File: config.mk
export PLATFORM = sky130hd
export DESIGN_NAME = ir_edge_pulse_space_recorder_core
export DESIGN_NICKNAME = d
export VERILOG_FILES = /design/src/hdl/ir_eps_pkg.sv /design/src/hdl/ir_eps_regs.sv /design/src/hdl/ir_eps_interval.sv /design/src/hdl/ir_eps_filter.sv /design/src/hdl/ir_eps_outq.sv /design/src/hdl/ir_edge_pulse_space_recorder_core.sv
export VERILOG_INCLUDE_DIRS = /design/src /design/src/hdl
export SDC_FILE = /design/constraint.sdc
export NUM_CORES = 1
export LEC_CHECK = 0
export ABC_AREA = 1
export BUFFER_PORTS_ARGS = -buffer_cell sky130_fd_sc_hd__clkbuf_2
export CAP_MARGIN = 20
export CORE_MARGIN = 2
export CORE_UTILIZATION = 55
export DETAILED_ROUTE_END_ITERATION = 10
export HOLD_SLACK_MARGIN = 0.02
export PLACE_DENSITY = 0.73
export SLEW_MARGIN = 10
export SYNTH_ARGS = -nofsm -noshare
export SYNTH_HDL_FRONTEND = slang
export SYNTH_HIERARCHICAL = 1
export SYNTH_SLANG_ARGS = --single-unit
export TNS_END_PERCENT = 1
File: constraint.sdc
create_clock -name clk -period 11.2 [get_ports clk]
set_input_delay 1.12 -clock clk [delete_from_list [all_inputs] [get_ports clk]]
set_output_delay 1.12 -clock clk [all_outputs]
set_load 0.02 [all_outputs]
File: src/hdl/ir_edge_pulse_space_recorder_core_macros.svh
// ---------------------------------------------------------------------------
// IR edge recorder assertion macros
// Shared concurrent assertion forms, clocked on clk and disabled in reset.
// ---------------------------------------------------------------------------
`ifndef IR_EDGE_PULSE_SPACE_RECORDER_CORE_MACROS_SVH
`define IR_EDGE_PULSE_SPACE_RECORDER_CORE_MACROS_SVH

// property holds at every edge outside reset
`define IR_EPS_ASSERT(name, prop, msg) \
  name: assert property (@(posedge clk) disable iff (rst) (prop)) \
    else $error(msg);

// condition at one edge implies a result at the next
`define IR_EPS_ASSERT_NEXT(name, pre, post, msg) \
  name: assert property (@(posedge clk) disable iff (rst) (pre) |=> (post)) \
    else $error(msg);

`endif

File: src/hdl/ir_eps_pkg.sv
// ---------------------------------------------------------------------------
// IR edge recorder package
// Widths, register map, reset values and shared types.
// ---------------------------------------------------------------------------
package ir_eps_pkg;

  // duration width and saturation value
  localparam int DURATION_BITS = 24;
  typedef logic [DURATION_BITS-1:0] dur_t;
  localparam dur_t DUR_MAX = '1;

  localparam int USEC_PER_SEC = 1000000;

  // register field widths
  localparam int THR_BITS = 24;
  localparam int LGS_BITS = 6;
  typedef logic [THR_BITS-1:0] thr_t;
  typedef logic [LGS_BITS-1:0] lgs_t;

  // timestamp widths
  localparam int SEC_BITS = 32;
  localparam int US_BITS  = 20;

  // APB register map (word addresses)
  localparam int ADDR_BITS = 4;
  typedef enum logic [1:0] {
    REG_ACTIVE_LOW       = 2'd0,
    REG_PULSE_FLUSH_MIN  = 2'd1,
    REG_GAP_HOLD_MIN     = 2'd2,
    REG_LONG_GAP_SECONDS = 2'd3
  } reg_index_t;

  // register reset values
  localparam logic RST_ACTIVE_LOW       = 1'b1;
  localparam thr_t RST_PULSE_FLUSH_MIN  = THR_BITS'(250);
  localparam thr_t RST_GAP_HOLD_MIN     = THR_BITS'(20000);
  localparam lgs_t RST_LONG_GAP_SECONDS = LGS_BITS'(15);

  // input operation codes
  localparam logic OP_EDGE  = 1'b0;
  localparam logic OP_START = 1'b1;

  // configuration bundle
  typedef struct packed {
    logic active_low;
    thr_t pulse_flush_min;
    thr_t gap_hold_min;
    lgs_t long_gap_seconds;
  } cfg_t;

  // measured interval
  typedef struct packed {
    dur_t dur;
    logic pulse;
  } interval_t;

  // one result word
  typedef struct packed {
    dur_t dur;
    logic is_pulse;
    logic last;
  } result_t;

  // up to three results from one item
  typedef struct packed {
    logic [1:0]       n;
    result_t [2:0]    e;
  } res_set_t;

  // saturating add of two durations
  function automatic dur_t sat_add(dur_t a, dur_t b);
    logic [DURATION_BITS:0] s;
    s = {1'b0, a} + {1'b0, b};
    return s[DURATION_BITS] ? DUR_MAX : s[DURATION_BITS-1:0];
  endfunction

endpackage

File: src/hdl/ir_eps_regs.sv
// ---------------------------------------------------------------------------
// IR edge recorder configuration registers
// APB-style write/read port holding polarity, thresholds and gap limit.
// ---------------------------------------------------------------------------
module ir_eps_regs (
  input  logic                           clk,
  input  logic                           rst,
  input  logic                           psel,
  input  logic                           penable,
  input  logic                           pwrite,
  input  logic [ir_eps_pkg::ADDR_BITS-1:0] paddr,
  input  logic [31:0]                    pwdata,
  output logic [31:0]                    prdata,
  output logic                           pready,
  output ir_eps_pkg::cfg_t               cfg
);
  import ir_eps_pkg::*;

  logic       wr;
  reg_index_t idx;

  assign pready = 1'b1;
  assign wr     = psel && penable && pwrite;
  assign idx    = reg_index_t'(paddr[3:2]);

  // register writes
  always_ff @(posedge clk) begin
    if (rst) begin
      cfg.active_low       <= RST_ACTIVE_LOW;
      cfg.pulse_flush_min  <= RST_PULSE_FLUSH_MIN;
      cfg.gap_hold_min     <= RST_GAP_HOLD_MIN;
      cfg.long_gap_seconds <= RST_LONG_GAP_SECONDS;
    end else if (wr) begin
      case (idx)
        REG_ACTIVE_LOW:       cfg.active_low       <= pwdata[0];
        REG_PULSE_FLUSH_MIN:  cfg.pulse_flush_min  <= pwdata[THR_BITS-1:0];
        REG_GAP_HOLD_MIN:     cfg.gap_hold_min     <= pwdata[THR_BITS-1:0];
        REG_LONG_GAP_SECONDS: cfg.long_gap_seconds <= pwdata[LGS_BITS-1:0];
        default: ;
      endcase
    end
  end

  // read mux
  always_comb begin
    case (idx)
      REG_ACTIVE_LOW:       prdata = 32'(cfg.active_low);
      REG_PULSE_FLUSH_MIN:  prdata = 32'(cfg.pulse_flush_min);
      REG_GAP_HOLD_MIN:     prdata = 32'(cfg.gap_hold_min);
      REG_LONG_GAP_SECONDS: prdata = 32'(cfg.long_gap_seconds);
      default:              prdata = '0;
    endcase
  end

endmodule

File: src/hdl/ir_eps_interval.sv
// ---------------------------------------------------------------------------
// IR edge recorder interval timer
// Holds the previous edge time and polarity; measures and classifies the
// interval up to the current edge.
// ---------------------------------------------------------------------------
module ir_eps_interval (
  input  logic                            clk,
  input  logic                            rst,
  input  logic                            fire,
  input  logic                            operation,
  input  logic                            pin_level,
  input  logic [ir_eps_pkg::SEC_BITS-1:0] stamp_seconds,
  input  logic [ir_eps_pkg::US_BITS-1:0]  stamp_micros,
  input  ir_eps_pkg::cfg_t                cfg,
  output ir_eps_pkg::interval_t           iv
);
  import ir_eps_pkg::*;

  localparam int P_BITS = LGS_BITS + US_BITS;
  localparam int V_BITS = ((DURATION_BITS > P_BITS) ? DURATION_BITS : P_BITS) + 2;

  logic [SEC_BITS-1:0] prev_seconds;
  logic [US_BITS-1:0]  prev_micros;
  logic                polarity;
  logic                polarity_next;

  logic                backwards;
  logic                long_gap;
  logic [SEC_BITS-1:0] sec_diff;
  logic [P_BITS-1:0]   prod;
  logic signed [V_BITS-1:0] v;
  logic [V_BITS-2:0]   vmag;

  // ordering and gap checks
  assign backwards = (stamp_seconds < prev_seconds) ||
                     ((stamp_seconds == prev_seconds) && (stamp_micros < prev_micros));
  assign sec_diff  = stamp_seconds - prev_seconds;
  assign long_gap  = !backwards && (sec_diff > SEC_BITS'(cfg.long_gap_seconds));

  // a long gap that reads as a pulse flips polarity so it becomes a space
  assign polarity_next = (long_gap && (pin_level == polarity)) ? ~polarity : polarity;

  // microsecond difference; seconds difference is at most 63 here
  assign prod = P_BITS'(sec_diff[LGS_BITS-1:0]) * P_BITS'(USEC_PER_SEC);
  assign v    = $signed(V_BITS'(prod)) + $signed(V_BITS'(stamp_micros))
              - $signed(V_BITS'(prev_micros));
  assign vmag = v[V_BITS-2:0];

  always_comb begin
    if (backwards || long_gap) begin
      iv.dur = DUR_MAX;
    end else if (v[V_BITS-1]) begin
      iv.dur = '0;
    end else if (vmag > (V_BITS-1)'(DUR_MAX)) begin
      iv.dur = DUR_MAX;
    end else begin
      iv.dur = vmag[DURATION_BITS-1:0];
    end
    iv.pulse = (pin_level == polarity_next);
  end

  // previous edge and polarity
  always_ff @(posedge clk) begin
    if (rst) begin
      prev_seconds <= '0;
      prev_micros  <= '0;
      polarity     <= 1'b1;
    end else if (fire) begin
      prev_seconds <= stamp_seconds;
      prev_micros  <= stamp_micros;
      polarity     <= (operation == OP_START) ? cfg.active_low : polarity_next;
    end
  end

endmodule

File: src/hdl/ir_eps_filter.sv
// ---------------------------------------------------------------------------
// IR edge recorder noise filter
// Holds long spaces, folds short pulses into them and emits the result
// words caused by one edge.
// ---------------------------------------------------------------------------
module ir_eps_filter (
  input  logic                  clk,
  input  logic                  rst,
  input  logic                  fire,
  input  logic                  is_edge,
  input  ir_eps_pkg::interval_t iv,
  input  ir_eps_pkg::cfg_t      cfg,
  output ir_eps_pkg::res_set_t  res
);
  import ir_eps_pkg::*;

  localparam int CMP_BITS = (DURATION_BITS > THR_BITS) ? DURATION_BITS : THR_BITS;

  dur_t held_space, held_space_next;
  dur_t held_pulse, held_pulse_next;
  logic holding, holding_next;

  dur_t hp_sum;
  dur_t merged;
  logic big_space;
  logic flush_pulse;

  function automatic logic above(dur_t a, thr_t b);
    return CMP_BITS'(a) > CMP_BITS'(b);
  endfunction

  assign hp_sum      = sat_add(held_pulse, iv.dur);
  assign merged      = sat_add(sat_add(held_space, held_pulse), iv.dur);
  assign big_space   = above(iv.dur, cfg.gap_hold_min);
  assign flush_pulse = above(hp_sum, cfg.pulse_flush_min);

  // filter decision
  always_comb begin
    held_space_next = held_space;
    held_pulse_next = held_pulse;
    holding_next    = holding;
    res             = '0;
    if (is_edge) begin
      if (holding && iv.pulse) begin
        held_pulse_next = hp_sum;
        if (flush_pulse) begin
          res.e[0]        = '{dur: held_space, is_pulse: 1'b0, last: 1'b0};
          res.e[1]        = '{dur: hp_sum,     is_pulse: 1'b1, last: 1'b1};
          res.n           = 2'd2;
          holding_next    = 1'b0;
          held_pulse_next = '0;
        end
      end else if (!iv.pulse) begin
        if (!holding) begin
          if (big_space) begin
            held_space_next = iv.dur;
            holding_next    = 1'b1;
          end else begin
            res.e[0] = '{dur: iv.dur, is_pulse: 1'b0, last: 1'b1};
            res.n    = 2'd1;
          end
        end else if (big_space) begin
          held_space_next = merged;
          held_pulse_next = '0;
        end else begin
          res.e[0]        = '{dur: held_space, is_pulse: 1'b0, last: 1'b0};
          res.e[1]        = '{dur: held_pulse, is_pulse: 1'b1, last: 1'b0};
          res.e[2]        = '{dur: iv.dur,     is_pulse: 1'b0, last: 1'b1};
          res.n           = 2'd3;
          holding_next    = 1'b0;
          held_pulse_next = '0;
        end
      end else begin
        res.e[0] = '{dur: iv.dur, is_pulse: 1'b1, last: 1'b1};
        res.n    = 2'd1;
      end
    end
  end

  // filter state
  always_ff @(posedge clk) begin
    if (rst) begin
      held_space <= '0;
      held_pulse <= '0;
      holding    <= 1'b0;
    end else if (fire) begin
      held_space <= held_space_next;
      held_pulse <= held_pulse_next;
      holding    <= holding_next;
    end
  end

endmodule

File: src/hdl/ir_eps_outq.sv
// ---------------------------------------------------------------------------
// IR edge recorder result buffer
// Three-word shift buffer that hands result words out one per handshake.
// ---------------------------------------------------------------------------
module ir_eps_outq (
  input  logic                  clk,
  input  logic                  rst,
  input  logic                  load,
  input  ir_eps_pkg::res_set_t  res,
  output logic                  can_load,
  output logic                  out_valid,
  input  logic                  out_ready,
  output ir_eps_pkg::result_t   head
);
  import ir_eps_pkg::*;
  `include "ir_edge_pulse_space_recorder_core_macros.svh"

  result_t [2:0] slot;
  logic [1:0]    cnt;
  logic          take;

  assign out_valid = (cnt != 2'd0);
  assign take      = out_valid && out_ready;
  assign can_load  = (cnt == 2'd0) || ((cnt == 2'd1) && out_ready);
  assign head      = slot[0];

  // word count
  always_ff @(posedge clk) begin
    if (rst) begin
      cnt <= 2'd0;
    end else if (load) begin
      cnt <= res.n;
    end else if (take) begin
      cnt <= cnt - 2'd1;
    end
  end

  // payload: reload or shift towards the head
  always_ff @(posedge clk) begin
    if (load) begin
      slot <= res.e;
    end else if (take) begin
      slot <= {result_t'('0), slot[2:1]};
    end
  end

  `IR_EPS_ASSERT(a_single_is_last, (cnt == 2'd1) |-> slot[0].last, "lone word lacks last")
  `IR_EPS_ASSERT(a_multi_not_last, (cnt > 2'd1) |-> !slot[0].last, "last set too early")
  `IR_EPS_ASSERT(a_load_drained, load |-> can_load, "load into undrained buffer")
  `IR_EPS_ASSERT_NEXT(a_shift_count, take && !load && cnt == 2'd3, cnt == 2'd2, "bad shift")

endmodule

File: src/hdl/ir_edge_pulse_space_recorder_core.sv
// ---------------------------------------------------------------------------
// IR edge pulse/space recorder core
// Turns timestamped receiver edges into pulse and space durations.
// ---------------------------------------------------------------------------
// Usage:
//  - Input channel (in_valid/in_ready) carries one edge or start word:
//    operation, pin_level, stamp_seconds, stamp_micros.
//  - Output channel (out_valid/out_ready) gives zero to three result words
//    per input word (duration, is_pulse, last); last marks the final one.
//  - A start word latches its time and loads polarity from active_low; it
//    gives no result. An edge word measures the time since the previous edge or start word.
//  - An accepted word is registered in the input register, then evaluated
//    into the result buffer once it can load; the buffer shows the results.
//  - Throughput: one input word per cycle while each gives at most one
//    result and the receiver is ready; a word giving more results holds
//    the buffer until its last is taken, one output word per handshake.
//  - A stalled receiver holds the head word; one further input word is taken
//    into the input register meanwhile, then in_ready drops.
//  - Configuration via the APB-style port, written only while idle.
//  - Reset (rst, synchronous) empties both registers, clears the filter and
//    timestamp, sets polarity to one and restores register defaults.
// ---------------------------------------------------------------------------
module ir_edge_pulse_space_recorder_core (
  input  logic                              clk,
  input  logic                              rst,
  // configuration port
  input  logic                              psel,
  input  logic                              penable,
  input  logic                              pwrite,
  input  logic [ir_eps_pkg::ADDR_BITS-1:0]  paddr,
  input  logic [31:0]                       pwdata,
  output logic [31:0]                       prdata,
  output logic                              pready,
  // input channel
  input  logic                              in_valid,
  output logic                              in_ready,
  input  logic                              operation,
  input  logic                              pin_level,
  input  logic [ir_eps_pkg::SEC_BITS-1:0]   stamp_seconds,
  input  logic [ir_eps_pkg::US_BITS-1:0]    stamp_micros,
  // output channel
  output logic                              out_valid,
  input  logic                              out_ready,
  output logic [ir_eps_pkg::DURATION_BITS-1:0] duration,
  output logic                              is_pulse,
  output logic                              last
);
  import ir_eps_pkg::*;

  cfg_t      cfg;
  interval_t iv;
  res_set_t  res;
  result_t   head;

  logic                ir_valid;
  logic                ir_op;
  logic                ir_pin;
  logic [SEC_BITS-1:0] ir_sec;
  logic [US_BITS-1:0]  ir_us;

  logic in_take;
  logic can_load;
  logic fire;

  assign in_take  = in_valid && in_ready;
  assign fire     = ir_valid && can_load;
  assign in_ready = !ir_valid || fire;

  // input register valid
  always_ff @(posedge clk) begin
    if (rst) begin
      ir_valid <= 1'b0;
    end else if (in_take) begin
      ir_valid <= 1'b1;
    end else if (fire) begin
      ir_valid <= 1'b0;
    end
  end

  // input register payload
  always_ff @(posedge clk) begin
    if (in_take) begin
      ir_op  <= operation;
      ir_pin <= pin_level;
      ir_sec <= stamp_seconds;
      ir_us  <= stamp_micros;
    end
  end

  ir_eps_regs u_regs (
    .clk     (clk),
    .rst     (rst),
    .psel    (psel),
    .penable (penable),
    .pwrite  (pwrite),
    .paddr   (paddr),
    .pwdata  (pwdata),
    .prdata  (prdata),
    .pready  (pready),
    .cfg     (cfg)
  );

  ir_eps_interval u_interval (
    .clk           (clk),
    .rst           (rst),
    .fire          (fire),
    .operation     (ir_op),
    .pin_level     (ir_pin),
    .stamp_seconds (ir_sec),
    .stamp_micros  (ir_us),
    .cfg           (cfg),
    .iv            (iv)
  );

  ir_eps_filter u_filter (
    .clk     (clk),
    .rst     (rst),
    .fire    (fire),
    .is_edge (ir_op == OP_EDGE),
    .iv      (iv),
    .cfg     (cfg),
    .res     (res)
  );

  ir_eps_outq u_outq (
    .clk       (clk),
    .rst       (rst),
    .load      (fire),
    .res       (res),
    .can_load  (can_load),
    .out_valid (out_valid),
    .out_ready (out_ready),
    .head      (head)
  );

  assign duration = head.dur;
  assign is_pulse = head.is_pulse;
  assign last     = head.last;

endmodule

==> impl_metrics.ini, run 1 <==
[die]
die_h_um = 221
die_area_sq_mm = 0.0487
pin_count = 158
die_w_um = 221
initial_core_util_pct = 55.6
core_area_sq_mm = 0.0465
rows = 79

[synthesis]
syn_area_per_cell_sq_um = 6.82
synthArstFlopShare_pct = 0
synth_cell_types = 64
yosysWarnings = 6
ys_ff_latch = 292
syn-cell-area_sq_mm = 0.0258
synth_cells = 3782
synth_seq_area_share_pct = 27.8
ys.flop_type = dfxtp_1
synth_edf_count = 132

[worst_setup_path]
max_stage_delay_ns = 0.52
start_kind = flip-flop
r2r_cells = 57
cp_slowest_cell = fa_1
required_ns = 11.66
crit_path_frequent_cell = nand2_1
path_max_fanout = 17
r2r_end = u_outq/slot[34]
arrival_ns = 10.90
rr_startpoint = ir_sec[0]
path_class = reg -> reg
cp-end-kind = flip-flop
regToRegSetupSlack_ns = 0.77

[clocking]
clock_sink_count = 292
insertion_delay_ns = 0.60
htree_levels = 1
cts.path.max_buffers = 3
cts_tree = done
cts_buffers = 31
clkSlewWorstSetupHoldPaths_ns = 0.07
cts-root-buf = clkbuf_16

[sta]
slew-limit-headroom_pct = 24.2
fmax_ghz = 0.0959
fin_crit_sh_pct = 93.2
setup_viol = 0
final-max-slew-violation-count = 0
hold_violations = 0
skew_ns = 0.0159
setup_tns_ns = 0
period_needed_ns = 10.43
hold_ws_ns = 0.469
rsz0062_at_grt = no
worst_slew_pin_slew_ns = 1.13

[hold_path]
holdCritPathClass = reg -> reg
worstHoldStart = u_interval/prev_seconds[30]
whs_path_depth = 2
hold-path-endpoint = u_interval/prev_seconds[30]

[place]
dp_hpwl_mm = 60.6
place_congestion = 1.02
numPortBuffers = 138

[detailed_routing]
ant_nets = 0
drt_first_pass_iters = 5
postRouteWirelength_mm = 77.2
dr.first_iter.drc_count = 1994
vias_per_cell = 5.46
vias = 24600
drc = 0
post_drt_wl_per_cell_um = 17.1

[global_route]
grt_pass1_wl_mm = 120
grt_antenna_before_repair = 0
grt-ovfl-total = 0
grt.total_usage_pct = 31.5
grt_pass1_vias = 22600
grt_max_degree = 95

[layout]
syn_to_final_growth_pct = 8.33
fill_cells = 4446
drive_gt1_share_pct = 10.7
nNetsFinal = 4248
utilization_pct = 60.2
diodes = 0

[flow_run]
max_cap_violations = 0

[run_status]
status = finished, final reports clean
[layout make-up]
class                           count  area [sq um]  area share (%)
Inverter                          574          2160            7.74
Timing Repair Buffer              196          1160            4.16
Clock buffer                       37           808            2.89
Tap cell                          607           759            2.72
Multi-Input combinational cell   2787         15600            56.0
Sequential cell                   292          7170            25.6
Clock inverter                     21           249           0.891
[cell usage after synthesis, types with 8 or more instances]
cell,count,share of area (%)
nand2_1,1115,16
inv_1,558,8.1
nor2_1,415,6.0
ha_1,239,12
a21oi_1,227,4.4
nand3_1,219,4.2
dfxtp_1,160,12
edfxtp_1,132,15
o21ai_0,98,1.9
nand4_1,73,1.8
a211oi_1,55,1.6
buf_4,54,1.6
xor2_1,40,1.4
nand2_2,37,0.90
nor3_1,32,0.62
fa_1,30,2.3
clkbuf_1,27,0.39
buf_2,26,0.50
xnor2_1,25,0.85
nand3_2,22,0.85
buf_6,19,0.83
nand3_4,15,1.0
nor3_2,15,0.58
inv_2,11,0.16
a21oi_2,10,0.34
a21o_1,9,0.26
nor2_2,9,0.22
or2_2,9,0.22
nand3b_1,8,0.23
o21bai_1,8,0.23
[critical path, delay by kind of cell (launching register included)]
kind	cells	cell delay, ns
xor gates and xnor gates	1	0.25
AOI/OAI and AO/OA	5	0.88
buffers and inverters	10	1.06
and+or+nand+nor	31	3.90
adders and majority gates	10	3.83
DFF	1	0.35
[worst max path at each step]
stage / depth (start not counted) / startpoint / to / slack (ns)
after detailed placement: 59 / ir_sec[0] / u_outq/slot[43] / 0.23
after CTS: 58 / ir_sec[0] / u_outq/slot[43] / 0.17
after global placement: 59 / ir_sec[0] / u_outq/slot[43] / 0.41
final: 57 / ir_sec[0] / u_outq/slot[34] / 0.77
after floorplan: 59 / ir_sec[0] / u_outq/cnt[1] / 1.78
after global routing: 59 / ir_sec[0] / u_outq/slot[44] / 0.00001
[state kept, by name, indices dropped and copies added, names as in the netlist]
register	flops
ir_sec	32
u_filter/held_pulse	24
u_regs/cfg	55
ir_pin	1
u_filter/held_space	24
u_filter/holding	1
u_interval/prev_micros	20
u_interval/prev_seconds	32
u_outq/slot	52
u_outq/head	26
u_outq/cnt	2
ir_op	1
u_interval/polarity	1
ir_us	20
ir_valid	1
[kinds of logic (layout without fill, tap and decap cells)]
logic type	after synthesis	in the layout	share of synthesized area, %
AO/OA/AOI/OAI	442	442	9.81
XOR/XNOR	66	66	2.31
adder cells (fa/ha/maj)	269	269	13.9
buffers and inverters	710	828	12.0
flip-flops	292	292	27.8
other	3	10	0.0436
AND/OR/NAND/NOR	2000	2000	34.1
[layer usage]
metal  up-vias  track usage (%)  routed length [um]
li1      12400                -                   -
met1     11300             43.0               33900
met2       860             50.7               34200
met3       174             3.04                5090
met4         0             14.3                3980
met5         -                0                   0
[cells in the final DEF, fill, tap and decap left out, types with 6 or more instances in the layout]
cell type,instances
nor3_2,15
nand3_4,15
nand2_2,38
or2_2,9
xor2_1,40
buf_4,53
fa_1,30
conb_1,10
nor2_4,7
a21boi_0,6
edfxtp_1,132
nand2_1,1114
nor2_1,414
nand3b_1,8
a21oi_1,226
nand3_2,23
nand2_4,7
dfxtp_1,159
nor3_1,32
nand4_1,73
nand3_1,218
inv_2,15
inv_1,555
nor2_2,10
o21ai_0,95
a21o_1,9
xnor2_1,25
o21ai_1,7
clkbuf_2,137
a211oi_1,55
a21oi_2,10
clkbuf_16,31
clkinv_2,6
o21bai_1,8
ha_1,236
[per-stage QoR]
stage / instance area (sq um) / cells / worst slack (ns)
3_3_place_gp: 26800 / 4451 / 0.411
6_report: 28000 / 4514 / 0.767
2_1_floorplan: 25800 / 3789 / 1.78
4_1_cts: 27900 / 4510 / 0.175
3_5_place_dp: 26800 / 4452 / 0.234
5_1_grt: 28000 / 4514 / 0.0000133
[timing repair]
item | 4_1_cts | 5_1_grt
hold endpoints to repair | 0 | 0
setup endpoints to repair | 0 | 72
resized for setup | 0 | 16
buffers inserted | 0 | 4
hold buffers | 0 | 0
Power of run 1 is left out: the tool's default activity adds up to more than one toggle a clock period on the data nets, which glitch-free logic cannot reach.
==> run 2: changes to the inputs <==
CORE_ASPECT_RATIO = 1.1   (was default)
clock period = 9.6 ns   (was 11.2 ns; I/O delays follow)
==> impl_metrics.ini, run 2 (synthesized netlist as in run 1, its figures left out) <==
[run_status]
status = finished, final reports clean

[worst_setup_path]
arrival_ns = 9.98
crit_buf_inv = 13
path_max_fanout = 10
path_class = reg -> reg
cp-end-kind = flip-flop
worstSetupPathDepth = 59
regToRegSetupSlack_ns = 0.11
max_stage_delay_ns = 0.55
required_ns = 10.09
r2r_cells = 59
cp_slowest_cell = fa_1
critical_path.top_delay_family = adder cells
start_kind = flip-flop

[sta]
hold_ws_ns = 0.466
period_needed_ns = 9.49
final-max-slew-violation-count = 0
setup_tns_ns = 0
fmax_ghz = 0.105
fin_crit_sh_pct = 98.8
hold_violations = 0
setup_viol = 0
rsz0062_at_grt = yes
skew_ns = 0.0181
worst_slew_pin_slew_ns = 1.36
slew-limit-headroom_pct = 9.21

[die]
core_area_sq_mm = 0.0465
die_area_sq_mm = 0.0487
rows = 83
pin_count = 158
die_w_um = 211
die_h_um = 231
initial_core_util_pct = 55.5

[layout]
largest_reg_flops = 55
utilization_pct = 66.3
mostFrequentLayoutCell = nand2_1
diodes = 0
syn_to_final_growth_pct = 19.5
final_cell_mix = nand2_1 (1017), inv_1 (545), nor2_1 (391), buf_4 (212), a21oi_1 (209)
largest_registers = u_regs/cfg: 55 flops, u_outq/slot: 52 flops
nNetsFinal = 4435
multiInputGateArea_sq_mm = 0.0170
fill_cells = 4140
ff_latch_area_sq_mm = 0.00717
drive_gt1_share_pct = 20.3
regMostFlops = u_regs/cfg

[hold_path]
holdCritPathClass = reg -> reg
whs_path_depth = 2

[detailed_routing]
post_drt_wl_per_cell_um = 18.0
vias = 25700
ant_nets = 0
dr.first_iter.drc_count = 2146
drc = 0
drt_first_pass_iters = 5
vias_per_cell = 5.49
postRouteWirelength_mm = 84.2

[clocking]
clock_sink_count = 292
insertion_delay_ns = 0.56
cts-root-buf = clkbuf_16
htree_levels = 2
cts_tree = done
clkSlewWorstSetupHoldPaths_ns = 0.06
cts_buffers = 34
holdBufCountCts = 0
cts.path.max_buffers = 3

[global_route]
grt.total_usage_pct = 32.8
grt_antenna_before_repair = 2
grt_max_degree = 79
grt_pass1_vias = 23700
grt_pass1_wl_mm = 124
grt-ovfl-total = 0

[place]
dp_hpwl_mm = 64.4
place_congestion = 1.02
numPortBuffers = 138

[flow_run]
max_cap_violations = 0
run 2: cell types whose count changed in the layout (fill, tap and decap cells not counted), moves of 20 or more:
| cell | previous run | this run |
|---|---|---|
| ha_1 | 236 | 192 |
| ha_4 | 2 | 43 |
| nand2_2 | 38 | 115 |
| nand2_1 | 1114 | 1017 |
| nor2_1 | 414 | 391 |
| nand2_4 | 7 | 27 |
| buf_4 | 53 | 212 |
run 2: final timing paths:
check / startpoint / end
worst min register to register: u_interval/prev_seconds[27] / u_interval/prev_seconds[27]
worst min-delay path: u_interval/prev_seconds[27] / u_interval/prev_seconds[27]
worst max-delay path: ir_sec[0] / u_filter/held_pulse[1]
worst max register to register: ir_sec[0] / u_filter/held_pulse[1]
run 2: layer usage:
layer | GRT usage (%) | up-vias | routed length, um
met4 | 20.0 | 4 | 6100
met1 | 38.8 | 11800 | 32900
met2 | 56.1 | 951 | 39400
met3 | 4.80 | 265 | 5780
li1 | - | 12700 | -
met5 | 0 | - | 33
run 2: layout make-up:
type	count	area share (%)
inverters	574	7.02
clock inverters	16	0.531
well taps	595	2.41
multi-input cells	2789	55.0
flip-flops and latches	292	23.2
clock buffers	45	3.06
repair buffers	378	8.78
run 2: timing repair:
action	CTS	global route
buffers inserted	4	28
pin swaps	18	120
hold endpoints to repair	0	0
gates cloned	2	7
resized for setup	39	281
setup endpoints to repair	75	76
run 2: worst min-delay path, delay by kind of cell (launching register included):
family | cells | cell delay (ns)
flops | 1 | 0.29
compound gates | 1 | 0.06
buf+inv | 1 | 0.06
run 2: per-stage QoR:
step / cells / worst slack, ns / cell area [sq um]
6_report: 4689 / 0.112 / 30900
3_3_place_gp: 4589 / -0.209 / 27900
2_1_floorplan: 3789 / 0.177 / 25800
5_1_grt: 4689 / -0.330 / 30900
3_5_place_dp: 4589 / -0.419 / 27900
4_1_cts: 4656 / 0.000139 / 29300
Power of run 2 is left out for the same reason.
==> run 3: changes to the inputs <==
ABC_AREA = default   (was 1)
CAP_MARGIN = default   (was 20)
PLACE_DENSITY = 0.74   (was 0.73)
SYNTH_HIERARCHICAL = default   (was 1)
==> impl_metrics.ini, run 3 <==
[run_status]
status = complete, but fails checks
violations = setup timing

[clocking]
clock_sink_count = 291
htree_levels = 2
cts-root-buf = clkbuf_16
insertion_delay_ns = 0.56
cts.path.max_buffers = 3
clkSlewWorstSetupHoldPaths_ns = 0.06
cts_tree = done
holdBufCountCts = 0
cts_buffers = 34

[power]
p_leak_uw = 0.0120
power.total_uw = 11500
p_per_area_mw_per_mm2 = 413
vdd_drop_max_v = 0.000486

[layout]
fill_cells = 3183
syn_to_final_growth_pct = 24.9
stdcell_area_sq_mm = 0.0278
drive_gt1_share_pct = 23.2
regMostFlops = u_regs.cfg
largest_reg_flops = 55
mostFrequentLayoutCell = buf_4
final_cell_mix = buf_4 (395), nand2_1 (357), ha_1 (235), a21oi_1 (228), inv_1 (206)
nNetsFinal = 3445
largest_registers = u_regs.cfg: 55 flops, u_outq.slot: 51 flops
multiInputGateArea_sq_mm = 0.0141
ff_latch_area_sq_mm = 0.00714

[sta]
slew-limit-headroom_pct = 14.0
period_needed_ns = 12.19
final-max-slew-violation-count = 0
fin_crit_sh_pct = 127
layout_setup_ws_ns = -2.59
skew_ns = 0.0154
rsz0062_at_grt = yes
setup_viol = 127
worst_slew_pin_slew_ns = 1.29
setup_tns_ns = -218.00
fmax_ghz = 0.0821
hold_violations = 0

[worst_setup_path]
start_kind = flip-flop
cp-end-kind = flip-flop
required_ns = 9.91
cp_slowest_cell = fa_2
max_stage_delay_ns = 0.46
path_class = reg -> reg
path_max_fanout = 17
crit_path_frequent_cell = buf_4
arrival_ns = 12.50

[synthesis]
ys_ff_latch = 291
yosysMostFrequentCell = nand2_1
synth_cells = 2650
synth_top_area_share_pct = 17.7
synth_area_leaders = edfxtp_1 (18%), dfxtp_1 (14%), ha_1 (14%)
yosysTopAreaCell = edfxtp_1
ys.flop_type = dfxtp_1
synth_common_cells = nand2_1 (359), ha_1 (242), a21oi_1 (240)
synth_cell_types = 92
yosysWarnings = 0
synthArstFlopShare_pct = 0
synth_seq_area_share_pct = 32.1
syn_area_per_cell_sq_um = 8.40
syn-cell-area_sq_mm = 0.0223
synth_edf_count = 131

[die]
core_area_sq_mm = 0.0401
rows = 77
die_h_um = 215
die_area_sq_mm = 0.0421
die_w_um = 196
initial_core_util_pct = 55.5
pin_count = 158

[global_route]
grt-ovfl-total = 0
grt_pass1_wl_mm = 114
grt.total_usage_pct = 34.2
grt_max_degree = 82
grt_antenna_before_repair = 2
grt_pass1_vias = 22000

[detailed_routing]
drc = 0
dr.first_iter.drc_count = 1727
vias = 22200
postRouteWirelength_mm = 73.0
ant_nets = 0
post_drt_wl_per_cell_um = 20.1
drt_first_pass_iters = 8
vias_per_cell = 6.12

[flow_run]
max_cap_violations = 0

[hold_path]
holdCritPathClass = reg -> reg

[place]
place_area_sq_mm = 0.0261
place_congestion = 0.998
dp_hpwl_mm = 55.6
numPortBuffers = 138
-- run 3: changes by cell type in the layout (fill, tap and decap cells not counted), sizes merged, moves of 65 or more --
cell / delta
buf: +177
o21ai: +65
inv: -365
nand3: -219
nand2: -801
nor2: -282
-- run 3: worst paths after layout --
path                               from                          to  slack (ns)  cells past startpoint
min reg2reg  u_interval.prev_micros[13]  u_interval.prev_micros[13]        0.45                      2
max reg2reg                   ir_sec[1]             u_outq.head[22]       -2.59                     63
min          u_interval.prev_micros[13]  u_interval.prev_micros[13]        0.45                      2
max                           ir_sec[1]             u_outq.head[22]       -2.59                     63
-- run 3: cell type report --
cell class,count,share of cell area (%)
multi-input combinational,2005,50.9
sequential,291,25.7
timing repair buffer,551,14.3
clock buffer,52,3.68
inverter,209,2.82
tap,513,2.31
clock inverter,9,0.383
antenna,1,0.00900
-- run 3: repair_timing --
item / CTS / global route
endpoints found under the hold margin: 0 / 0
resized for setup: 73 / 40
setup endpoints to repair: 127 / 127
buffers inserted: 16 / 8
pin swaps: 30 / 24
gates cloned: 0 / 0
-- run 3: kinds of logic after synthesis --
kind of cell	Yosys count	share of synthesized area, %
buffers and inverters	361	6.79
multiplexers	12	0.641
AO/OA/AOI/OAI	820	24.5
flip-flops	291	32.1
adder cells (fa/ha/maj)	256	14.9
XOR/XNOR	103	4.09
other	2	0.0338
AND/OR/NAND/NOR	805	17.0
-- run 3: per-layer routing --
metal	vias to the layer above	track usage (%)	routed length, um
li1	10400	-	-
met1	10500	37.4	26800
met2	992	60.1	35400
met3	319	6.10	4990
met4	0	23.6	5850
met5	-	0	0
-- run 3: through the flow --
stage / std cells / setup WS, ns / util, % / hold WS, ns
after floorplan: 2657 / -2.66 / - / 0.436
after CTS: 3622 / -2.46 / 68.8 / 0.455
after detailed placement: 3545 / -3.09 / 65.1 / 0.447
after global placement: 3545 / -2.52 / 65.1 / 0.441
final: 3631 / -2.59 / 69.3 / 0.453
after global routing: 3630 / -3.19 / 69.3 / 0.472
-- run 3: power by group --
group          switching (uW)  internal [uW]  leakage (uW)
Sequential               76.2           1450       0.00258
Combinational            4570           4050       0.00888
Clock                     540            791      0.000545
Total                    5190           6290        0.0120
-- run 3: critical path: cells and delay by family (launching register included) --
family	cells	cell delay (ns)
xor+xnor	1	0.08
buf+inv	12	1.53
fa+ha+maj	9	2.62
simple gates	9	1.00
mux	1	0.36
flops	1	0.44
compound gates	31	5.92
Power figures use the tool's default switching activity.
